[config.mk]
export PLATFORM = sky130hd
export DESIGN_NAME = phts_mod
export DESIGN_NICKNAME = d
export VERILOG_FILES = /design/src/phts_pkg.sv /design/src/phts_mod.sv
export SDC_FILE = /design/constraint.sdc
export NUM_CORES = 1
export LEC_CHECK = 0
export CORE_MARGIN = 2
export CORE_UTILIZATION = 45
export CTS_BUF_LIST = sky130_fd_sc_hd__clkbuf_8
export CTS_CLUSTER_SIZE = 40
export DETAILED_ROUTE_END_ITERATION = 10
export DONT_BUFFER_PORTS = 1
export PLACE_DENSITY = 0.59
export SLEW_MARGIN = 0
export SYNTH_ARGS = -nofsm -noshare
export SYNTH_HDL_FRONTEND = slang
export SYNTH_SLANG_ARGS = --single-unit
[constraint.sdc]
create_clock -name clk -period 2.3 [get_ports clk]
set_input_delay 0.46 -clock clk [delete_from_list [all_inputs] [get_ports clk]]
set_output_delay 0.46 -clock clk [all_outputs]
set_load 0.05 [all_outputs]
[src/phts_pkg.sv]
// package for the prime hash table sizer
// shared widths, constants and item payload types; no dependencies
package phts_pkg;
	localparam int MAX_ENTRIES = 4096;
	localparam int IDX_W = $clog2(MAX_ENTRIES);
	localparam int CNT_W = IDX_W + 1;
	localparam int HASH_W = 32;
	localparam int DIV_W = 8;

	typedef struct packed {
		logic [HASH_W-1:0] entry_hash;
		logic              is_last;
	} in_item_t;

	typedef struct packed {
		logic [CNT_W-1:0] bucket_count;
		logic [CNT_W-1:0] empty_buckets;
		logic             low_fill;
		logic             overflowed;
	} out_item_t;
endpackage

[src/phts_mod.sv]
// shared remainder unit: restoring division, one quotient bit per cycle
// depends on phts_pkg
module phts_mod (
	input  logic                         clk,
	input  logic                         arst_n,
	input  logic                         start,
	input  logic [phts_pkg::HASH_W-1:0]  dividend,
	input  logic [phts_pkg::CNT_W-1:0]   divisor,
	output logic                         done,
	output logic [phts_pkg::CNT_W-1:0]   rem
);
	localparam int STEP_W = $clog2(phts_pkg::HASH_W + 1);

	logic                        busy_q;
	logic                        done_q;
	logic [STEP_W-1:0]           step_q;
	logic [phts_pkg::HASH_W-1:0] dvd_q;
	logic [phts_pkg::CNT_W-1:0]  dvs_q;
	logic [phts_pkg::CNT_W-1:0]  rem_q;
	logic [phts_pkg::CNT_W:0]    shifted;

	assign shifted = {rem_q, dvd_q[phts_pkg::HASH_W-1]};

	always_ff @(posedge clk or negedge arst_n) begin
		if (!arst_n) begin
			busy_q <= 1'b0;
			done_q <= 1'b0;
			step_q <= '0;
		end else begin
			done_q <= 1'b0;
			if (start) begin
				busy_q <= 1'b1;
				step_q <= STEP_W'(phts_pkg::HASH_W);
			end else if (busy_q) begin
				step_q <= step_q - 1'b1;
				if (step_q == STEP_W'(1)) begin
					busy_q <= 1'b0;
					done_q <= 1'b1;
				end
			end
		end
	end

	// partial remainder stays below the divisor, so its low bits are enough
	always_ff @(posedge clk) begin
		if (start) begin
			dvd_q <= dividend;
			dvs_q <= divisor;
			rem_q <= '0;
		end else if (busy_q) begin
			dvd_q <= dvd_q << 1;
			if (shifted >= {1'b0, dvs_q}) rem_q <= shifted[phts_pkg::CNT_W-1:0] - dvs_q;
			else rem_q <= shifted[phts_pkg::CNT_W-1:0];
		end
	end

	assign done = done_q;
	assign rem = rem_q;

`ifndef SYNTHESIS
	a_rem_below_divisor: assert property (@(posedge clk) disable iff (!arst_n)
		done |-> (rem < dvs_q)) else $error("remainder not below divisor");
	a_no_restart_busy: assert property (@(posedge clk) disable iff (!arst_n)
		busy_q |-> !start) else $error("remainder unit restarted while busy");
	a_done_after_busy: assert property (@(posedge clk) disable iff (!arst_n)
		done |-> $past(busy_q)) else $error("done without a running division");
`endif
endmodule

# --- Yosys cells after proc, flatten, opt, wreduce, memory -nomap -nowiden ---
# Cells that the tools add are included.
op_classes:
  n_lt_le_gt_ge: 1
  n_mux: 11
  n_addsub: 2
  eq_ne: 1
  n_reduce_logical: 1
op_table:
  columns: ["operator", "count"]
  rows:
  - ["$mux W32", 2]
  - ["$ge A14 B13 Y1", 1]
  - ["$mux W13", 1]
  - ["$sub A13 B13 Y13", 1]
  - ["$mux W6", 2]
  - ["$eq A6 B1 Y1 const B", 1]
  - ["$mux W1", 6]
  - ["$sub A6 B1 Y6 const B", 1]
  - ["$reduce_bool A2 Y1", 1]
word_totals:
  word_cells: 22
  input_bits: 48
  register_bits: 66

# --- Depth between registers and ports, before layout ---
# Gate-level depths: netlist (run 1).
logic_depth:
  ltp_word: 4
  depth_mapped: 10
  mapped_depth_nobuf: 9

# --- Worst setup path before layout (run 1) ---
# OpenSTA, ideal clock, no wires.
synth_path:
  path_kind: "reg2reg"
  from: "reg rem_q (netlist bit rem[6])"
  to: "reg rem_q (netlist bit rem[3])"
  path_stages_with_launch: 9
  slack_ns: -0.413
  n_path_buf: 1
  setup_ns: 0.106
  arrival_time_ns: 2.607
  synth_period_minus_slack_ns: 2.713
  path_cell_list: "dfxtp_1 > ha_1 > a211oi_1 > nor3b_1 > o41a_1 > a2111oi_4 > buf_2 > nand3_1 > o311ai_0"
synth_via:
  elab_chain_cells: 2
synth_lines:
  columns: ["element", "line_no", "rtl"]
  rows:
  - ["from (decl)", "phts_mod.sv:19", "logic [phts_pkg::CNT_W-1:0] rem_q;"]
  - ["from (signal assigned)", "phts_mod.sv:52", "if (shifted >= {1'b0, dvs_q}) rem_q <= shifted[phts_pkg::CNT_W-1:0] - dvs_q;"]
  - ["from (signal assigned)", "phts_mod.sv:53", "else rem_q <= shifted[phts_pkg::CNT_W-1:0];"]
  - ["$ge A14 B13 Y1", "phts_mod.sv:52", null]
  - ["$mux W13", "phts_mod.sv:52", null]
# Every way passes these cells.
# A chain may end at the register's enable or synchronous reset.

# --- Worst setup path in the final report (run 1) ---
layout_path:
  from: "reg dvs_q[7] (netlist name)"
  to: "reg rem_q (netlist bit rem[5])"
layout_via:
  elab_chain_cells: 2
layout_lines:
  columns: ["element", "line_no", "rtl"]
  rows:
  - ["from (decl)", "phts_mod.sv:18", "logic [phts_pkg::CNT_W-1:0] dvs_q;"]
  - ["from (signal assigned)", "phts_mod.sv:48", "dvs_q <= divisor;"]
  - ["$ge A14 B13 Y1", "phts_mod.sv:52", null]
  - ["$mux W13", "phts_mod.sv:52", null]
# Every way passes these cells.

==> flow_metrics.py, run 1 <==
metrics = {
    "run_status": {
        "status": "finished with violations",
        "violations": "negative setup slack",
    },
    "power": {
        "vdd_drop_max_uv": 432.4,
        "power.leakage_nw": 1.671,
        "pwr-share-clk_pct": 29.4,
        "power.internal_mw": 2.517,
        "power_mw": 3.582,
        "swShare_pct": 29.74,
        "p_switching_mw": 1.065,
        "comb_power_share_pct": 26.9,
        "seq_power_share_pct": 43.7,
        "power_density_mw_per_mm2": 874.2,
    },
    "timing": {
        "final.period_utilization_pct": 105.8,
        "relSlewSlack_pct": 56.65,
        "tns_ns": -0.9269,
        "hold_viol_final": 0,
        "max_freq_ghz": 0.4111,
        "finalClockSkew_ns": 0.008328,
        "slew_violations": 0,
        "whs_ns": 0.1811,
        "worst_slew_pin_slew_ns": 0.6412,
        "rsz0062_at_grt": "true",
        "final-setup-viol-count": 10,
        "setup_ws_ns": -0.1325,
        "fin_crit_ns": 2.433,
    },
    "synthesis": {
        "synth_common_cells": "45 x edfxtp_1, 31 x mux2_2, 19 x inv_1, 19 x nor2_1, 15 x ha_1",
        "synth.distinct_cells": 45,
        "yosysMostFrequentCell": "edfxtp_1",
        "syn_nets": 337,
        "syn_avg_cell_area_sq_um": 12.20,
        "synth_top_cell_area_share_pct": 40.59,
        "synth_seq_cells": 66,
        "yosys_most_used_dff": "edfxtp_1",
        "syn_area_sq_mm": 0.003329,
        "syn_inst": 273,
        "yosysWarnings": 0,
        "synth-edff-count": 45,
        "async_flop_share_pct": 12.12,
        "synth_area_leader_cell": "edfxtp_1",
        "synth.area.top_cells": "edfxtp_1 41%, mux2_2 10%, dfxtp_1 7.8%",
        "seq_area_frac_synth_pct": 54.42,
    },
    "floorplan": {
        "initial_core_util_pct": 46.15,
        "design.die.area_sq_mm": 0.008103,
        "die_x_microns": 90.02,
        "ios": 62,
        "coreArea_sq_mm": 0.007214,
        "num_rows": 31,
        "die_h_microns": 90.02,
    },
    "critical_path": {
        "crit_path_top_delay_cell": "o41a_1",
        "critPathArrivalTime_ns": 2.65,
        "crit_top_cell": "a211oi_2",
        "cp.required_ns": 2.52,
        "r2r_start": "dvs_q[7]",
        "crit_type": "register to register",
        "slowest_delay_ns": 0.43,
        "worstPathMaxFanout": 4,
        "start_kind": "register",
        "worstPathCellList": "inv_2, ha_4, a211oi_2, nor3b_2, o41a_1, a2111oi_4, buf_4, mux2i_2, a211oi_2",
        "critical-path-top-delay-family": "compound AO/OA/AOI/OAI gates",
        "crit_buf_inv": 2,
        "endpoint_kind": "register",
        "startpoint": "dvs_q[7]",
    },
    "global_routing": {
        "antenna_found_initial": 0,
        "grt_pass1_wl_microns": 11060,
        "grt_pass1_vias": 2237,
        "grt.overflow.total": 0,
        "grt_max_degree": 58,
        "grt.total_usage_pct": 17.38,
    },
    "place": {
        "dp_slack_ns": -0.1938,
        "portBuffers": 0,
        "place.gp.congestion": 0.8438,
        "dpl-instance-area_sq_mm": 0.003749,
        "hpwl_microns": 4621,
        "place_inst": 397,
    },
    "clock_network": {
        "cts.clk_slew.worst_paths_ns": 0.07,
        "numCtsBuffers": 9,
        "cts_num_sinks": 66,
        "cts_tree": "built",
        "cts_max_path_buffers": 2,
        "h-tree-depth": 3,
        "cts_root_buffer": "clkbuf_8",
        "clock_insertion_delay_worst_skew_ns": 0.35,
    },
    "job": {
        "maxCapViolCount": 0,
    },
    "finish": {
        "antenna_cells": 0,
        "final_layout_size_suffix_gt1_share_pct": 37.46,
        "finalInstanceArea_sq_mm": 0.004098,
        "final_core_util_pct": 56.80,
        "seq_area_sq_mm": 0.001839,
        "area_delta_synth_final_pct": 23.07,
        "fillers": 651,
        "fin_nets": 382,
        "multi_input_area_sq_mm": 0.001508,
        "finalNonFillerCells": 422,
    },
    "detailed_routing": {
        "final_antenna_net_count": 0,
        "initialDrtViolationCount": 123,
        "postRouteWirelength_microns": 6819,
        "num_vias": 2239,
        "vias_per_cell": 5.306,
        "drtPass1Iterations": 6,
        "drcViolationCount": 0,
        "routedWlPerCell_microns": 16.16,
    },
    "min_path": {
        "hp-start": "start",
        "worstHoldPathType": "primary input to register",
    },
}
==> path summary, 6_finish.rpt <==
kind,to,slack [ns],cells past startpoint
min in group asynchronous,step_q[2],0.46,1
worst min register to register,dvd_q[29],0.55,1
worst min-delay path,rem[5],0.18,1
max in group asynchronous,busy_q,1.56,1
worst max-delay path,rem[5],-0.13,9
worst max register to register,rem[5],-0.13,9
==> state kept, by name, indices dropped and copies added (netlist names) <==
signal and cells:
rem 13, step_q 6, busy_q 1, dvd_q 32
done 1, dvs_q 13
==> per-layer routing <==
| metal | up-vias | part of all wire [%] | GRT usage [%] |
|---|---|---|---|
| met1 | 1076 | 45 | 22.20 |
| met4 | 0 | 1.2 | 5.769 |
| met5 | - | 0 | 0 |
| met2 | 51 | 47 | 26.82 |
| met3 | 8 | 6.5 | 7.209 |
| li1 | 1104 | - | - |
==> power groups by stage <==
| stage | clock network, mW | logic (mW) | registers [mW] |
|---|---|---|---|
| 6_report | 1.05 | 0.963 | 1.57 |
| 5_1_grt | 1.13 | 1.06 | 1.59 |
| 4_1_cts | 1.08 | 0.912 | 1.57 |
| 3_5_place_dp | 0 | 0.878 | 1.59 |
| 3_3_place_gp | 0 | 0.868 | 1.59 |
| 2_1_floorplan | 0 | 0.547 | 1.68 |
==> cell type report <==
class / count / area share, %
clock inverters: 7 / 2.107
inverters: 19 / 1.740
flip-flops and latches: 66 / 44.89
multi-input cells: 177 / 36.79
well taps: 99 / 3.023
repair buffers: 45 / 8.427
clock buffers: 9 / 3.023
==> logic make-up (layout without fill, tap and decap cells) <==
kind of cell / after synthesis / count (layout) / share of synthesized area, %
buf+inv: 30 / 80 / 3.457
simple gates: 69 / 69 / 10.37
fa+ha+maj: 16 / 16 / 6.238
mux: 35 / 35 / 11.69
xor+xnor: 12 / 12 / 3.157
flops: 66 / 66 / 54.42
compound gates: 45 / 45 / 10.67
==> repair_timing <==
action,in CTS,in global routing
gates cloned,1,1
gates resized for setup,13,11
hold endpoints to repair,8,0
buffers inserted,1,6
endpoints found under the setup margin,13,13
pin swaps,4,10
hold buffers,1,0
==> cell usage in the layout, fill, tap and decap left out, types with 4 or more instances in the layout <==
cell and instances:
a21oi_1 6, a32oi_1 4, buf_4 41, clkbuf_8 9
dfrtp_1 8, dfxtp_2 4, dfxtp_4 6, edfxtp_1 45
ha_1 12, inv_1 20, mux2_2 31, nand2_1 13
nand2b_1 6, nand3_1 9, nor2_1 18, o31ai_1 4
xnor2_1 8, xor2_1 4
No activity file was read; power rests on OpenSTA's default activity.
==> run 2: changes to the inputs <==
--- a/config.mk
+++ b/config.mk
@@ -5,6 +5,7 @@
 export SDC_FILE = /design/constraint.sdc
 export NUM_CORES = 1
 export LEC_CHECK = 0
+export CAP_MARGIN = 5
 export CORE_MARGIN = 2
 export CORE_UTILIZATION = 45
 export CTS_BUF_LIST = sky130_fd_sc_hd__clkbuf_8
@@ -12,6 +13,7 @@
 export DETAILED_ROUTE_END_ITERATION = 10
 export DONT_BUFFER_PORTS = 1
 export PLACE_DENSITY = 0.59
+export RECOVER_POWER = 50
 export SLEW_MARGIN = 0
 export SYNTH_ARGS = -nofsm -noshare
 export SYNTH_HDL_FRONTEND = slang
==> run 2 against run 1 <==
- the flow still finishes with violations (negative setup slack)
- via count unchanged
- non-clock buffer count unchanged
- hold slack about the same
- register-to-register slack about the same
- combinational power about the same
- worst setup slack unchanged
- clock power about the same
- count of clock-buffer cells in the layout unchanged
- first-iteration DRC count unchanged
==> flow_metrics.py, run 2 (same netlist as run 1, synthesis figures left out) <==
metrics = {
    "finish": {
        "final_core_util_pct": 56.80,
        "final_layout_size_suffix_gt1_share_pct": 37.46,
        "area_delta_synth_final_pct": 23.07,
        "top_register": "dvd_q",
        "largest_reg_flops": 32,
        "antenna_cells": 0,
        "fin_nets": 382,
        "final_common_cell": "edfxtp_1",
        "mostFrequentLayoutCells": "45 x edfxtp_1, 41 x buf_4, 31 x mux2_2",
    },
    "critical_path": {
        "crit_top_cell": "a211oi_2",
        "worstPathCellList": "inv_2, ha_4, a211oi_2, nor3b_2, o41a_1, a2111oi_4, buf_4, mux2i_2, a211oi_2",
        "worstPathMaxFanout": 4,
        "critPathArrivalTime_ns": 2.65,
        "slowest_delay_ns": 0.43,
        "crit_type": "register to register",
        "endpoint_kind": "register",
        "start_kind": "register",
        "crit_path_top_delay_cell": "o41a_1",
        "cp.required_ns": 2.52,
    },
    "detailed_routing": {
        "vias_per_cell": 5.306,
        "postRouteWirelength_microns": 6819,
        "num_vias": 2239,
        "drcViolationCount": 0,
        "drtPass1Iterations": 6,
        "final_antenna_net_count": 0,
        "routedWlPerCell_microns": 16.16,
        "initialDrtViolationCount": 123,
    },
    "run_status": {
        "status": "finished with violations",
        "violations": "negative setup slack",
    },
    "timing": {
        "tns_ns": -0.9269,
        "max_freq_ghz": 0.4111,
        "setup_ws_ns": -0.1325,
        "slew_violations": 0,
        "hold_viol_final": 0,
        "worst_slew_pin_slew_ns": 0.6412,
        "final.period_utilization_pct": 105.8,
        "relSlewSlack_pct": 56.65,
        "fin_crit_ns": 2.433,
        "whs_ns": 0.1811,
        "final-setup-viol-count": 10,
        "rsz0062_at_grt": "true",
        "finalClockSkew_ns": 0.008328,
    },
    "global_routing": {
        "grt_pass1_vias": 2237,
        "grt_pass1_wl_microns": 11060,
        "grt_max_degree": 58,
        "grt.overflow.total": 0,
        "grt.total_usage_pct": 17.38,
        "antenna_found_initial": 0,
    },
    "clock_network": {
        "cts.clk_slew.worst_paths_ns": 0.07,
        "cts_tree": "built",
        "cts_num_sinks": 66,
        "clock_insertion_delay_worst_skew_ns": 0.35,
        "h-tree-depth": 3,
        "cts_root_buffer": "clkbuf_8",
        "cts_max_path_buffers": 2,
        "numCtsBuffers": 9,
    },
    "floorplan": {
        "die_x_microns": 90.02,
        "coreArea_sq_mm": 0.007214,
        "num_rows": 31,
        "initial_core_util_pct": 46.15,
        "ios": 62,
        "design.die.area_sq_mm": 0.008103,
        "die_h_microns": 90.02,
    },
    "power": {
        "vdd_drop_max_uv": 432.4,
        "power.leakage_nw": 1.671,
        "power_density_mw_per_mm2": 874.1,
    },
    "job": {
        "maxCapViolCount": 0,
    },
    "min_path": {
        "worstHoldPathType": "primary input to register",
    },
    "place": {
        "place.gp.congestion": 0.8438,
        "portBuffers": 0,
        "hpwl_microns": 4621,
    },
}
[run 2: cell types whose count changed in the layout (fill, tap and decap cells not counted)]
cell    before  now
and2_0       0    1
and2_1       2    1
[run 2: where the power goes]
part           internal [mW]  total [mW]  leakage (nW)  switching (mW)
combinational          0.450       0.963         0.879           0.513
sequential              1.47        1.57         0.676          0.0996
clock                  0.601        1.05         0.116           0.453
[run 2: final timing paths]
check,slack [ns],depth (start not counted),start,endpoint
min in group asynchronous,0.46,1,arst_n,step_q[2]
max in group asynchronous,1.56,1,arst_n,busy_q
hold / removal,0.18,1,start,rem[5]
setup reg to reg,-0.13,9,dvs_q[7],rem[5]
setup / recovery,-0.13,9,dvs_q[7],rem[5]
hold reg to reg,0.55,1,dvd_q[28],dvd_q[29]
[run 2: stage by stage]
step	worst slack, ns	total power, mW	cells	instance area [sq um]
final	-0.1325	3.582	422	4098
after global routing	-0.2323	3.782	422	4098
after CTS	-0.09975	3.557	416	4011
after detailed placement	-0.1938	2.471	397	3749
after global placement	-0.1451	2.459	397	3749
after floorplan	0.005745	2.228	273	3403
[run 2: worst max-delay path: cells and delay by family, from the launching register on]
kind,cells,cell delay (ns)
flops,1,0.38
mux,1,0.23
simple gates,1,0.08
compound gates,4,1.14
buf+inv,2,0.27
fa+ha+maj,1,0.19
[run 2: area by class of cell]
| type | instances | area [sq um] |
|---|---|---|
| Sequential cell | 66 | 1839 |
| Clock buffer | 9 | 123.9 |
| Clock inverter | 7 | 86.33 |
| Timing Repair Buffer | 45 | 345.3 |
| Inverter | 19 | 71.32 |
| Tap cell | 99 | 123.9 |
| Multi-Input combinational cell | 177 | 1508 |
| Fill cell | 651 | 3117 |
[run 2: what timing repair did]
action / 4_1_cts / 5_1_grt
pin swaps: 4 / 10
endpoints found under the setup margin: 13 / 13
hold endpoints to repair: 8 / 0
cloned: 1 / 1
buffers inserted: 1 / 6
gates resized for setup: 13 / 11
hold buffers: 1 / 0
[run 2: per-layer routing]
metal  GRT usage [%]  vias up  share of wire (%)
li1                -     1104                  -
met1           22.20     1076                 45
met2           26.82       51                 47
met3           7.209        8                6.5
met4           5.769        0                1.2
met5               0        -                  0
